[config.mk]
export PLATFORM = sky130hd
export DESIGN_NAME = mixed_radix_grid_walker_unit
export DESIGN_NICKNAME = d
export VERILOG_FILES = /design/src/design/mrgw_pkg.sv /design/src/design/mixed_radix_grid_walker_unit.sv /design/src/design/mrgw_div.sv
export SDC_FILE = /design/constraint.sdc
export NUM_CORES = 2
export LEC_CHECK = 0
export ABC_CLOCK_PERIOD_IN_PS = 9100
export BUFFER_PORTS_ARGS = -buffer_cell sky130_fd_sc_hd__clkbuf_2
export CORE_MARGIN = 8
export CORE_UTILIZATION = 64
export CTS_BUF_LIST = sky130_fd_sc_hd__clkbuf_4
export DETAILED_ROUTE_END_ITERATION = 7
export GPL_TIMING_DRIVEN = 0
export PLACE_DENSITY = 0.81
export SYNTH_ARGS = -nofsm -noshare
export SYNTH_HDL_FRONTEND = slang
export SYNTH_SLANG_ARGS = --single-unit
[constraint.sdc]
create_clock -name clk -period 9.1 [get_ports clk]
set_input_delay 0.91 -clock clk [delete_from_list [all_inputs] [get_ports clk]]
set_output_delay 0.91 -clock clk [all_outputs]
set_load 0.02 [all_outputs]
[src/design/mrgw_pkg.sv]
// mrgw_pkg: shared widths, codes and handshake structs for the grid walker
// used by mrgw_div and mixed_radix_grid_walker_unit; no dependencies
`timescale 1ns / 1ps
`default_nettype none

package mrgw_pkg;

  localparam int NUM_DIMS_DEF  = 4;
  localparam int SIZE_BITS_DEF = 12;
  localparam int CNT_BITS      = 48;
  localparam int NUM_CFG       = 4;
  localparam int CFG_IDX_W     = $clog2(NUM_CFG);
  localparam int NUM_POS       = 4;

  localparam logic [CNT_BITS-1:0] CNT_MAX = {CNT_BITS{1'b1}};

  typedef enum logic {
    CMD_SETUP   = 1'b0,
    CMD_ADVANCE = 1'b1
  } cmd_t;

  typedef enum logic [1:0] {
    ST_OK         = 2'd0,
    ST_ZERO_COUNT = 2'd1,
    ST_CLIPPED    = 2'd2
  } status_t;

  typedef struct packed {
    logic start;
    logic short_mode;
  } div_req_t;

  typedef struct packed {
    logic busy;
    logic done;
  } div_rsp_t;

endpackage

`default_nettype wire

[src/design/mixed_radix_grid_walker_unit.sv]
// advance: walks the active dimensions from accept to out_valid; a dimension whose
//   sum reaches twice its size goes through the shared divider in short mode
// setup: every division runs the 48-bit divider in full mode;
//   zero-count setup answers without dividing. one item at a time, in_ready only when idle,
//   next accept only once the result is taken and the unit is back in idle
// reset (synchronous, rst_n low) clears sizes, positions, stride digits and the sequencer
`timescale 1ns / 1ps
`default_nettype none

module mixed_radix_grid_walker_unit #(
  parameter int NUM_DIMS  = mrgw_pkg::NUM_DIMS_DEF,
  parameter int SIZE_BITS = mrgw_pkg::SIZE_BITS_DEF
) (
  input  wire                                clk,
  input  wire                                rst_n,
  input  wire                                cfg_valid,
  output logic                               cfg_ready,
  input  wire [mrgw_pkg::CFG_IDX_W-1:0]      cfg_index,
  input  wire [SIZE_BITS-1:0]                cfg_data,
  input  wire                                in_valid,
  output logic                               in_ready,
  input  wire                                in_cmd,
  input  wire [mrgw_pkg::CNT_BITS-1:0]       in_sample_count,
  input  wire [mrgw_pkg::CNT_BITS-1:0]       in_start_offset,
  output logic                               out_valid,
  input  wire                                out_ready,
  output logic [SIZE_BITS-1:0]               out_pos_0,
  output logic [SIZE_BITS-1:0]               out_pos_1,
  output logic [SIZE_BITS-1:0]               out_pos_2,
  output logic [SIZE_BITS-1:0]               out_pos_3,
  output logic                               out_more_left,
  output logic [mrgw_pkg::CNT_BITS-1:0]      out_used_count,
  output logic [1:0]                         out_status
);
  import mrgw_pkg::*;

  localparam int IDX_W  = (NUM_DIMS > 1) ? $clog2(NUM_DIMS) : 1;
  localparam int CNT_W  = $clog2(NUM_DIMS + 1);
  localparam int SUM_W  = SIZE_BITS + 1 + $clog2(NUM_DIMS + 1);
  localparam int PROD_W = CNT_BITS + SIZE_BITS;

  typedef enum logic [8:0] {
    S_IDLE       = 9'b000000001,
    S_PROD       = 9'b000000010,
    S_CLIP       = 9'b000000100,
    S_QDIV       = 9'b000001000,
    S_SPLIT_OFF  = 9'b000010000,
    S_SPLIT_STEP = 9'b000100000,
    S_ADV        = 9'b001000000,
    S_ADV_DIV    = 9'b010000000,
    S_OUT        = 9'b100000000
  } state_t;

  state_t                state_r, state_nxt;
  logic [CNT_W-1:0]      idx_r, idx_nxt;
  logic                  launched_r, launched_nxt;
  logic [SIZE_BITS-1:0]  dim_size_r [NUM_DIMS];
  logic [SIZE_BITS-1:0]  dim_size_nxt [NUM_DIMS];
  logic [SIZE_BITS-1:0]  position_r [NUM_DIMS];
  logic [SIZE_BITS-1:0]  position_nxt [NUM_DIMS];
  logic [SIZE_BITS-1:0]  stride_r [NUM_DIMS];
  logic [SIZE_BITS-1:0]  stride_nxt [NUM_DIMS];

  cmd_t                  cmd_r, cmd_nxt;
  logic [CNT_BITS-1:0]   count_r, count_nxt;
  logic [CNT_BITS-1:0]   offset_r, offset_nxt;
  logic [CNT_BITS-1:0]   size_r, size_nxt;
  logic [CNT_BITS-1:0]   step_r, step_nxt;
  logic [SUM_W-1:0]      carry_r, carry_nxt;
  logic [CNT_BITS-1:0]   used_r, used_nxt;
  logic                  more_r, more_nxt;
  status_t               status_r, status_nxt;

  logic [CNT_W-1:0]      n_act;
  logic                  act_run;
  logic [IDX_W-1:0]      cur_idx;
  logic [SIZE_BITS-1:0]  cur_size;
  logic [PROD_W-1:0]     prod;
  logic [SUM_W-1:0]      sum;
  logic [SUM_W-1:0]      sum_less;
  logic                  fast0;
  logic                  fast1;

  div_req_t              div_req;
  div_rsp_t              div_rsp;
  logic [CNT_BITS-1:0]   div_dividend;
  logic [CNT_BITS-1:0]   div_divisor;
  logic [CNT_BITS-1:0]   div_quo;
  logic [CNT_BITS-1:0]   div_rem;

  mrgw_div #(
    .W       (CNT_BITS),
    .SHORT_W (SUM_W)
  ) u_div (
    .clk       (clk),
    .rst_n     (rst_n),
    .req       (div_req),
    .dividend  (div_dividend),
    .divisor   (div_divisor),
    .rsp       (div_rsp),
    .quotient  (div_quo),
    .remainder (div_rem)
  );

  // active dimensions: nonzero sizes before the first zero
  always_comb begin
    n_act   = '0;
    act_run = 1'b1;
    for (int i = 0; i < NUM_DIMS; i++) begin
      act_run = act_run & (dim_size_r[i] != '0);
      if (act_run) n_act = n_act + CNT_W'(1);
    end
  end

  assign cur_idx  = idx_r[IDX_W-1:0];
  assign cur_size = dim_size_r[cur_idx];
  assign prod     = {{SIZE_BITS{1'b0}}, size_r} * {{CNT_BITS{1'b0}}, cur_size};
  assign sum      = SUM_W'(position_r[cur_idx]) + SUM_W'(stride_r[cur_idx]) + carry_r;
  assign sum_less = sum - SUM_W'(cur_size);
  assign fast0    = sum < SUM_W'(cur_size);
  assign fast1    = sum_less < SUM_W'(cur_size);

  always_comb begin
    dim_size_nxt = dim_size_r;
    if (cfg_valid) begin
      for (int i = 0; i < NUM_DIMS; i++) begin
        if (i < NUM_CFG && int'(cfg_index) == i) dim_size_nxt[i] = cfg_data;
      end
    end
  end

  always_comb begin
    state_nxt    = state_r;
    idx_nxt      = idx_r;
    launched_nxt = launched_r;
    position_nxt = position_r;
    stride_nxt   = stride_r;
    cmd_nxt      = cmd_r;
    count_nxt    = count_r;
    offset_nxt   = offset_r;
    size_nxt     = size_r;
    step_nxt     = step_r;
    carry_nxt    = carry_r;
    used_nxt     = used_r;
    more_nxt     = more_r;
    status_nxt   = status_r;
    div_req.start      = 1'b0;
    div_req.short_mode = 1'b0;
    div_dividend = '0;
    div_divisor  = '0;

    case (state_r)
      S_IDLE: begin
        if (in_valid) begin
          cmd_nxt    = cmd_t'(in_cmd);
          count_nxt  = in_sample_count;
          offset_nxt = in_start_offset;
          idx_nxt    = '0;
          more_nxt   = 1'b0;
          used_nxt   = '0;
          status_nxt = ST_OK;
          carry_nxt  = '0;
          size_nxt   = CNT_BITS'(1);
          if (in_cmd == CMD_ADVANCE) begin
            state_nxt = S_ADV;
          end else if (in_sample_count == '0) begin
            status_nxt = ST_ZERO_COUNT;
            state_nxt  = S_OUT;
          end else begin
            state_nxt = S_PROD;
          end
        end
      end

      S_PROD: begin
        if (idx_r == n_act) begin
          state_nxt = S_CLIP;
        end else begin
          // grid size saturates at all ones
          if (prod > PROD_W'(CNT_MAX)) size_nxt = CNT_MAX;
          else size_nxt = prod[CNT_BITS-1:0];
          idx_nxt = idx_r + CNT_W'(1);
        end
      end

      S_CLIP: begin
        if (count_r > size_r) begin
          count_nxt  = size_r;
          status_nxt = ST_CLIPPED;
        end
        state_nxt = S_QDIV;
      end

      S_QDIV: begin
        div_dividend = size_r;
        div_divisor  = count_r;
        if (!launched_r) begin
          div_req.start = 1'b1;
          launched_nxt  = 1'b1;
        end else if (div_rsp.done) begin
          launched_nxt = 1'b0;
          step_nxt     = div_quo;
          offset_nxt   = (offset_r > div_rem) ? div_rem : offset_r;
          // count * floor(size / count) is size minus the remainder
          used_nxt     = size_r - div_rem;
          for (int i = 0; i < NUM_DIMS; i++) begin
            position_nxt[i] = '0;
            stride_nxt[i]   = '0;
          end
          idx_nxt   = '0;
          state_nxt = S_SPLIT_OFF;
        end
      end

      S_SPLIT_OFF: begin
        div_dividend = offset_r;
        div_divisor  = CNT_BITS'(cur_size);
        if (idx_r == n_act) begin
          state_nxt = S_OUT;
        end else if (!launched_r) begin
          div_req.start = 1'b1;
          launched_nxt  = 1'b1;
        end else if (div_rsp.done) begin
          launched_nxt          = 1'b0;
          position_nxt[cur_idx] = div_rem[SIZE_BITS-1:0];
          offset_nxt            = div_quo;
          state_nxt             = S_SPLIT_STEP;
        end
      end

      S_SPLIT_STEP: begin
        div_dividend = step_r;
        div_divisor  = CNT_BITS'(cur_size);
        if (!launched_r) begin
          div_req.start = 1'b1;
          launched_nxt  = 1'b1;
        end else if (div_rsp.done) begin
          launched_nxt        = 1'b0;
          stride_nxt[cur_idx] = div_rem[SIZE_BITS-1:0];
          step_nxt            = div_quo;
          idx_nxt             = idx_r + CNT_W'(1);
          state_nxt           = S_SPLIT_OFF;
        end
      end

      S_ADV: begin
        if (idx_r == n_act) begin
          more_nxt  = (carry_r == '0);
          state_nxt = S_OUT;
        end else if (fast0) begin
          position_nxt[cur_idx] = sum[SIZE_BITS-1:0];
          carry_nxt             = '0;
          idx_nxt               = idx_r + CNT_W'(1);
        end else if (fast1) begin
          position_nxt[cur_idx] = sum_less[SIZE_BITS-1:0];
          carry_nxt             = SUM_W'(1);
          idx_nxt               = idx_r + CNT_W'(1);
        end else begin
          // digits out of range for the current sizes, short-mode divide
          state_nxt = S_ADV_DIV;
        end
      end

      S_ADV_DIV: begin
        div_dividend       = CNT_BITS'(sum);
        div_divisor        = CNT_BITS'(cur_size);
        div_req.short_mode = 1'b1;
        if (!launched_r) begin
          div_req.start = 1'b1;
          launched_nxt  = 1'b1;
        end else if (div_rsp.done) begin
          launched_nxt          = 1'b0;
          position_nxt[cur_idx] = div_rem[SIZE_BITS-1:0];
          carry_nxt             = div_quo[SUM_W-1:0];
          idx_nxt               = idx_r + CNT_W'(1);
          state_nxt             = S_ADV;
        end
      end

      S_OUT: begin
        if (out_ready) state_nxt = S_IDLE;
      end

      default: begin
        state_nxt    = S_IDLE;
        launched_nxt = 1'b0;
      end
    endcase
  end

  always_ff @(posedge clk) begin
    if (!rst_n) begin
      state_r    <= S_IDLE;
      idx_r      <= '0;
      launched_r <= 1'b0;
      for (int i = 0; i < NUM_DIMS; i++) begin
        dim_size_r[i] <= '0;
        position_r[i] <= '0;
        stride_r[i]   <= '0;
      end
    end else begin
      state_r    <= state_nxt;
      idx_r      <= idx_nxt;
      launched_r <= launched_nxt;
      dim_size_r <= dim_size_nxt;
      position_r <= position_nxt;
      stride_r   <= stride_nxt;
    end
  end

  always_ff @(posedge clk) begin
    cmd_r    <= cmd_nxt;
    count_r  <= count_nxt;
    offset_r <= offset_nxt;
    size_r   <= size_nxt;
    step_r   <= step_nxt;
    carry_r  <= carry_nxt;
    used_r   <= used_nxt;
    more_r   <= more_nxt;
    status_r <= status_nxt;
  end

  logic [SIZE_BITS-1:0] pos_view [NUM_POS];

  for (genvar k = 0; k < NUM_POS; k++) begin : g_pos
    if (k < NUM_DIMS) begin : g_live
      assign pos_view[k] = position_r[k];
    end else begin : g_zero
      assign pos_view[k] = '0;
    end
  end

  assign cfg_ready      = 1'b1;
  assign in_ready       = (state_r == S_IDLE);
  assign out_valid      = (state_r == S_OUT);
  assign out_pos_0      = pos_view[0];
  assign out_pos_1      = pos_view[1];
  assign out_pos_2      = pos_view[2];
  assign out_pos_3      = pos_view[3];
  assign out_more_left  = more_r;
  assign out_used_count = used_r;
  assign out_status     = status_r;

`ifndef SYNTH
  a_out_blocks_in: assert property (@(posedge clk) disable iff (!rst_n)
    out_valid |-> !in_ready)
    else $error("input taken while a result beat is pending");

  a_div_start_idle: assert property (@(posedge clk) disable iff (!rst_n)
    div_req.start |-> !div_rsp.busy)
    else $error("divider restarted while busy");

  a_div_done_owned: assert property (@(posedge clk) disable iff (!rst_n)
    div_rsp.done |-> launched_r)
    else $error("divider result with no pending request");

  a_adv_fields: assert property (@(posedge clk) disable iff (!rst_n)
    (out_valid && cmd_r == CMD_ADVANCE) |-> (out_status == ST_OK && out_used_count == '0))
    else $error("advance beat carries setup fields");

  a_setup_more: assert property (@(posedge clk) disable iff (!rst_n)
    (out_valid && cmd_r == CMD_SETUP) |-> !out_more_left)
    else $error("setup beat reports more_left");
`endif

endmodule

`default_nettype wire

[src/design/mrgw_div.sv]
// mrgw_div: shared restoring divider, one quotient bit per cycle
// full mode runs W bits, short mode only the low SHORT_W bits; uses mrgw_pkg
`timescale 1ns / 1ps
`default_nettype none

module mrgw_div #(
  parameter int W       = mrgw_pkg::CNT_BITS,
  parameter int SHORT_W = 16
) (
  input  wire                 clk,
  input  wire                 rst_n,
  input  mrgw_pkg::div_req_t  req,
  input  wire [W-1:0]         dividend,
  input  wire [W-1:0]         divisor,
  output mrgw_pkg::div_rsp_t  rsp,
  output logic [W-1:0]        quotient,
  output logic [W-1:0]        remainder
);
  import mrgw_pkg::*;

  localparam int CW = $clog2(W + 1);

  logic [W-1:0]  q_r, q_nxt;
  logic [W-1:0]  r_r, r_nxt;
  logic [W-1:0]  d_r, d_nxt;
  logic [CW-1:0] cnt_r, cnt_nxt;
  logic          busy_r, busy_nxt;
  logic          done_r, done_nxt;
  logic [W:0]    shifted;
  logic [W:0]    trial;
  logic          fits;

  always_comb begin
    shifted  = {r_r, q_r[W-1]};
    trial    = shifted - {1'b0, d_r};
    fits     = ~trial[W];
    q_nxt    = q_r;
    r_nxt    = r_r;
    d_nxt    = d_r;
    cnt_nxt  = cnt_r;
    busy_nxt = busy_r;
    done_nxt = 1'b0;
    if (req.start) begin
      d_nxt    = divisor;
      r_nxt    = '0;
      busy_nxt = 1'b1;
      if (req.short_mode) begin
        // park the short dividend at the top so only its bits get walked
        q_nxt   = dividend << (W - SHORT_W);
        cnt_nxt = CW'(SHORT_W);
      end else begin
        q_nxt   = dividend;
        cnt_nxt = CW'(W);
      end
    end else if (busy_r) begin
      r_nxt   = fits ? trial[W-1:0] : shifted[W-1:0];
      q_nxt   = {q_r[W-2:0], fits};
      cnt_nxt = cnt_r - CW'(1);
      if (cnt_r == CW'(1)) begin
        busy_nxt = 1'b0;
        done_nxt = 1'b1;
      end
    end
  end

  always_ff @(posedge clk) begin
    if (!rst_n) begin
      cnt_r  <= '0;
      busy_r <= 1'b0;
      done_r <= 1'b0;
    end else begin
      cnt_r  <= cnt_nxt;
      busy_r <= busy_nxt;
      done_r <= done_nxt;
    end
  end

  always_ff @(posedge clk) begin
    q_r <= q_nxt;
    r_r <= r_nxt;
    d_r <= d_nxt;
  end

  assign rsp.busy  = busy_r;
  assign rsp.done  = done_r;
  assign quotient  = q_r;
  assign remainder = r_r;

endmodule

`default_nettype wire
Yosys cells after proc, flatten, opt, wreduce, memory -nomap -nowiden:

Cells that the tools add are included.
W data, S select, Z words.

* bits in registers: 568
* input port bits: 116
* output and inout bits: 102
* word-level logic and storage cells: 247

* add/subtract/negate cells: 10
* multipliers: 1
* order comparisons: 7
* eq/ne operators: 40
* multiplexer cells: 112
* bitwise logic cells: 8
* reductions and logical operators: 40

Operators by type and width (count)
* $mux W48: 29
* $pmux W48 S2: 5
* $pmux W48 S4: 2
* $bwmux W48: 4
* $pmux W48 S3: 1
* $mux W9: 15
* $gt A48 B48 Y1: 2
* $mux W16: 6
* $mux W12: 7
* $bmux W12 S2: 3
* $pmux W9 S8: 1
* $gt A60 B48 Y1 const B: 1
* $mul A48 B12 Y60: 1
* $sub A49 B48 Y49: 1
* $logic_not A48 Y1: 1
* $pmux W16 S3: 1
* $reduce_bool A12 Y1: 4
* $sub A48 B48 Y48: 1
* $mux W3: 11
* $lt A16 B12 Y1: 2
* $demux W12 S2: 1
* $ne A2 B2 Y1 const B: 12
* $mux W6: 3
* $ne A2 B1 Y1 const B: 9
* other kinds (50): 95

Depth between registers and ports, before layout:

* depth in word-level cells: 12
* mapped depth: 29
* mapped depth without buffers: 24

Cells and area by module:

Synthesis repeated with hierarchy kept, for this count alone.

* cell total of the unflattened synthesis: 5765
* area, all modules: 51503.1 µm²

By module, submodules not included
* mixed_radix_grid_walker_unit: times used 1, cells an instance 4736, area each 42363.1 µm², sequential area each 10920.5 µm²
* mrgw_div: times used 1, cells an instance 1029, area each 9140.0 µm², sequential area each 4003.8 µm²

Worst setup path before layout:

Ideal clock, no wire load.

* path type: register to register
* from: reg idx_r[0]
* to: reg size_r[37], data pin
* arrival: 8055 ps
* data required time: 8821 ps
* setup slack: 767 ps
* stages on the path, launching flop included: 29
* path buffers: 6
* clock period less this slack: 8333 ps
* cells stage by stage: dfxtp_1 -> buf_1 -> clkbuf_1 -> mux4_2 -> inv_1 -> clkbuf_1 -> nor2_1 -> fa_1 -> fa_1 -> fa_1 -> fa_1 -> inv_1 -> fa_1 -> inv_1 -> ha_1 -> buf_2 -> nand2_1 -> o21ai_1 -> nor4_1 -> o41a_1 -> or3b_1 -> a21oi_2 -> or4_1 -> a221oi_1 -> o2111ai_1 -> nor4_4 -> buf_6 -> buf_8 -> a21oi_2

* longest elaborated chain between the ends: 9

Ends and longest elaborated chain
* start: declaration: line mixed_radix_grid_walker_unit.sv:55 `logic [CNT_W-1:0] idx_r, idx_nxt;`
* start signal: assignment: line mixed_radix_grid_walker_unit.sv:303 `idx_r <= idx_nxt;`
* $not A2 Y3 (not written as such) (*): line mixed_radix_grid_walker_unit.sv:116 `assign cur_size = dim_size_r[cur_idx];`
* $bmux W12 S2 (*): line mixed_radix_grid_walker_unit.sv:116
* $mux W12 (not written as such) (*) (2 in series): line mixed_radix_grid_walker_unit.sv:116
* $mul A48 B12 Y60 (*): line mixed_radix_grid_walker_unit.sv:117 `assign prod = {{SIZE_BITS{1'b0}}, size_r} * {{CNT_BITS{1'b0}}, cur_size};`
* $gt A60 B48 Y1: line mixed_radix_grid_walker_unit.sv:180 `if (prod > PROD_W'(CNT_MAX)) size_nxt = CNT_MAX;`
* $mux W48 (*): line mixed_radix_grid_walker_unit.sv:180
* $mux W48 (*): line mixed_radix_grid_walker_unit.sv:176 `if (idx_r == n_act) begin`
* $pmux W48 S2 (*): line mixed_radix_grid_walker_unit.sv:152 `case (state_r)`
* end signal: assignment: line mixed_radix_grid_walker_unit.sv:315 `size_r <= size_nxt;`
* end: declaration: line mixed_radix_grid_walker_unit.sv:67 `logic [CNT_BITS-1:0] size_r, size_nxt;`

Every way passes the cells marked *; elsewhere a longest branch is shown, timed or not. The select of a mux whose other input is x is not followed.
A chain may end at the register's enable or synchronous reset.

Worst setup path after layout:

* from: reg idx_r[1]
* to: reg size_r[38], data pin

Same word-level chain as after synthesis.

==> summary.md <==
| Metric | Value |
|---|---|
| Max-slew violation count | 0 |
| Total wire length after detailed routing | 178 mm |
| Netlist area before placement | 50800 µm² |
| Placer Congestion | 1.04 |
| Via-to-Cell Ratio | 6.34 |
| Crit Path Max Fanout | 10 |
| Worst hold slack | around 0.11 ns |
| Share of the cycle needed by the critical path after routing | 0.986 |
| Worst slack at placement | -1.79 ns |
| Most numerous cell on the critical path | sky130_fd_sc_hd__fa_1 |
| Total of buffers placed on input and output ports | 216 |
| Setup slack after layout | 0.128 ns |
| Top delay family on crit path | adder cells |
| Power per unit of standard cell area | 234 nW/µm² |
| Overflow left after global routing | 0 |
| Largest stage delay on the critical path | 0.58 ns |
| Final Net Count | approximately 7000 |
| Post-synthesis cell count | 5580 |
| Length of routed met3 wiring | about 24 mm |
| Avg Synthesized Cell Area | about 9.1 µm² |
| Via count of the first global-routing pass | between 40000 and 50000 |
| Worst supply voltage drop on vdd | ~120 µV |
| Chip width | 298 µm |
| Cell area after layout | roughly 56000 µm² |
| Length of routed met2 wiring | between 70 and 80 mm |
| Uppermost metal layer occupied by signal nets | met4 |
| Antenna violations before repair | 19 |
| Height of the chip | 298 µm |
| Crit path DAT | 9.67 ns |
| Clock-pin slew on the worst setup and hold paths | 0.07 ns |
| Buffering stage count on the worst path with inverters included | 9 |
| Leakage power summed over all cells | between 20 and 30 nW |
| Placeable core region | 78900 µm² |
| Hold buffers post-CTS | 0 |
| Post-detailed-placement half-perimeter wirelength | approximately 140 mm |
| Most frequently used flop master after synthesis | sky130_fd_sc_hd__edfxtp_1 |
| Synth-to-Final Area Change | 9.44% |
| Critical-path top delay cell | sky130_fd_sc_hd__fa_1 |
| Final setup violation count | 0 |
| Total via count in the routed design | between 40000 and 50000 |
| Launching element type of the critical path | flop |
| Library cells used by synthesis | 98 |
| Share of the yosys chip area belonging to registers | 0.294 |
| Total of fill cells in the finished design | 6285 |
| Initial core utilization | 0.645 |
| Number of DRC markers in iteration 0 | roughly 6000 |
| Run status | completed |
| CP required | 9.79 ns |
| Final Core Density | 0.706 |
| Router iterations before antenna repair | 7 |
| Clock insertion delay at the later pin of the skew report | ~1.1 ns |
| Maximum number of pins on one net before global-route repair | 36 |
| Wire length of the first global-routing pass | 267 mm |
| Instance area after placement | 53500 µm² |
| Endpoint type of the worst setup path | flop |
| Number of warnings issued by yosys | 0 |
| Achievable Freq | 111 MHz |
| M1 wire length | 63.7 mm |
| Die footprint | roughly 90000 µm² |
| Async set-or-reset flop fraction in the synthesized netlist | 0 |
| Post-synth net total | 6504 |
| Top-Level Pins | 218 |
| Hold Vio Cnt, Final | 0 |
| Antenna Nets Post-Route | 0 |
| Slew at the pin closest to its max-slew limit | 1.29 ns |
| Max-cap violations | 0 |
| Hold Path Class | input pin to flop |
| Flip-flop and latch count after synthesis | 568 |
| Max Buffers Root-to-Sink | 3 |
| Fraction of layout instances using a drive strength above 1 | 0.111 |
| Cell at the root of the clock tree | sky130_fd_sc_hd__clkbuf_4 |
| Clock period minus final worst setup slack | between 8 and 9 ns |
| Clock tree from TritonCTS | done |
| TritonCTS buffer count | 157 |
| Final Non-Filler Cells | 7155 |
| Total number of H-tree levels | 4 |
| Inst Count DP | just under 7000 |
| Number of flops mapped to enable cells by yosys | between 300 and 400 |
| GRT Util Overall | 0.394 |
| TritonCTS Sinks | between 500 and 600 |
| Routed wirelength normalized by instance count | 24.9 µm |
| Number of remaining DRC errors | 0 |
| Critical path class | flop to flop |
| Row cnt | roughly 100 |
| Clock Skew | roughly 0.11 ns |
| Rel. slew slack | 0.138 |
-- sequential cells by signal, summed over array words and instances, names as in the netlist, 16 cells and up --
register / flops
step_r: 48
stride_r: 48
out_used_count: 48
carry_r: 16
u_div.remainder: 48
offset_r: 48
count_r: 48
size_r: 48
u_div.d_r: 48
u_div.quotient: 48
dim_size_r: 48
-- stage by stage --
step | total power [mW] | TNS (ns)
2_1_floorplan | 8.28 | 0
3_3_place_gp | 10.3 | -116.76
3_5_place_dp | 10.4 | -107.01
6_report | 13.0 | 0
4_1_cts | 12.8 | 0
5_1_grt | 13.8 | -0.00522
-- worst min-delay path, cell delays in order --
cell and delay, ns:
sky130_fd_sc_hd__clkbuf_2 0.07, sky130_fd_sc_hd__nand2_1 0.04, sky130_fd_sc_hd__nand2_1 0.05
-- kinds of logic after synthesis --
| kind of cell | share of synthesized area |
|---|---|
| fa+ha+maj | 0.269 |
| xor+xnor | 0.0276 |
| buf+inv | 0.0779 |
| simple gates | 0.148 |
| flops | 0.294 |
| compound gates | 0.150 |
| other cells | 0.0000737 |
| mux | 0.0337 |
-- path summary, 6_finish.rpt --
kind / startpoint / to / slack, ns / cells after the start
setup / recovery: idx_r[1] / size_r[38] / 0.13 / 28
hold / removal: in_start_offset[22] / offset_r[22] / 0.11 / 3
setup reg to reg: idx_r[1] / size_r[38] / 0.13 / 28
hold reg to reg: u_div.quotient[16] / step_r[16] / 0.48 / 0
-- metal layers --
| metal | global-route usage | up-vias |
|---|---|---|
| met2 | 0.593 | 3145 |
| met3 | 0.123 | 637 |
| li1 | - | 19800 |
| met5 | 0 | - |
| met4 | 0.235 | 0 |
| met1 | 0.497 | 21800 |
-- layout by cell type, fill, tap and decap left out, types with 38 or more instances in the layout --
| master | count |
|---|---|
| sky130_fd_sc_hd__fa_1 | 476 |
| sky130_fd_sc_hd__mux2_2 | 48 |
| sky130_fd_sc_hd__edfxtp_1 | 355 |
| sky130_fd_sc_hd__inv_1 | 723 |
| sky130_fd_sc_hd__o21ai_0 | 229 |
| sky130_fd_sc_hd__nand4_1 | 50 |
| sky130_fd_sc_hd__xnor2_1 | 98 |
| sky130_fd_sc_hd__clkinv_1 | 39 |
| sky130_fd_sc_hd__nand2_1 | 814 |
| sky130_fd_sc_hd__a31oi_1 | 52 |
| sky130_fd_sc_hd__o21a_1 | 39 |
| sky130_fd_sc_hd__clkbuf_4 | 235 |
| sky130_fd_sc_hd__nor2b_1 | 40 |
| sky130_fd_sc_hd__o21bai_1 | 38 |
| sky130_fd_sc_hd__and2_1 | 67 |
| sky130_fd_sc_hd__a21o_1 | 94 |
| sky130_fd_sc_hd__ha_1 | 332 |
| sky130_fd_sc_hd__nand3_1 | 64 |
| sky130_fd_sc_hd__xor2_1 | 62 |
| sky130_fd_sc_hd__nor3_1 | 44 |
| sky130_fd_sc_hd__clkbuf_1 | 223 |
| sky130_fd_sc_hd__nor2_1 | 470 |
| sky130_fd_sc_hd__a22oi_1 | 115 |
| sky130_fd_sc_hd__dfxtp_1 | 212 |
| sky130_fd_sc_hd__clkbuf_2 | 226 |
| sky130_fd_sc_hd__a21oi_1 | 330 |
-- what timing repair did --
item,4_1_cts,5_1_grt
setup endpoints to repair,115,99
resized for setup,36,32
pin swaps,1,2
setup buffers,1,0
-- power breakdown --
| part | total (mW) | internal (mW) | switching [mW] |
|---|---|---|---|
| combinational | 6.89 | 2.41 | 4.47 |
| sequential | 3.76 | 3.22 | 0.536 |
| clock | 2.40 | 1.19 | 1.21 |
| total | 13.0 | 6.82 | 6.22 |
-- cell usage after synthesis, types with 40 or more instances --
cell type / instances / area (µm²)
sky130_fd_sc_hd__a21o_1: 94 / 706
sky130_fd_sc_hd__a21oi_1: 332 / 1660
sky130_fd_sc_hd__a22oi_1: 116 / 871
sky130_fd_sc_hd__a31oi_1: 52 / 325
sky130_fd_sc_hd__and2_1: 67 / 419
sky130_fd_sc_hd__clkbuf_1: 247 / 927
sky130_fd_sc_hd__dfxtp_1: 213 / 4260
sky130_fd_sc_hd__edfxtp_1: 355 / 10700
sky130_fd_sc_hd__fa_1: 476 / 9530
sky130_fd_sc_hd__ha_1: 332 / 4150
sky130_fd_sc_hd__inv_1: 725 / 2720
sky130_fd_sc_hd__mux2_2: 48 / 541
sky130_fd_sc_hd__nand2_1: 816 / 3060
sky130_fd_sc_hd__nand3_1: 64 / 320
sky130_fd_sc_hd__nand4_1: 50 / 313
sky130_fd_sc_hd__nor2_1: 471 / 1770
sky130_fd_sc_hd__nor2b_1: 40 / 250
sky130_fd_sc_hd__nor3_1: 45 / 225
sky130_fd_sc_hd__o21ai_0: 229 / 1150
sky130_fd_sc_hd__xnor2_1: 98 / 858
sky130_fd_sc_hd__xor2_1: 62 / 543
-- layout make-up --
class / instances / area, µm² / area share
Tap cell: 1050 / 1310 / 0.0236
Clock buffer: 226 / 1700 / 0.0305
Antenna cell: 19 / 47.5 / 0.000854
Inverter: 730 / 2750 / 0.0494
Sequential cell: 568 / 14900 / 0.268
Buffer: 304 / 1290 / 0.0232
Clock inverter: 54 / 312 / 0.00560
Multi-Input combinational cell: 3976 / 32000 / 0.576
Timing Repair Buffer: 228 / 1270 / 0.0228
No activity file was read; power rests on OpenSTA's default activity.
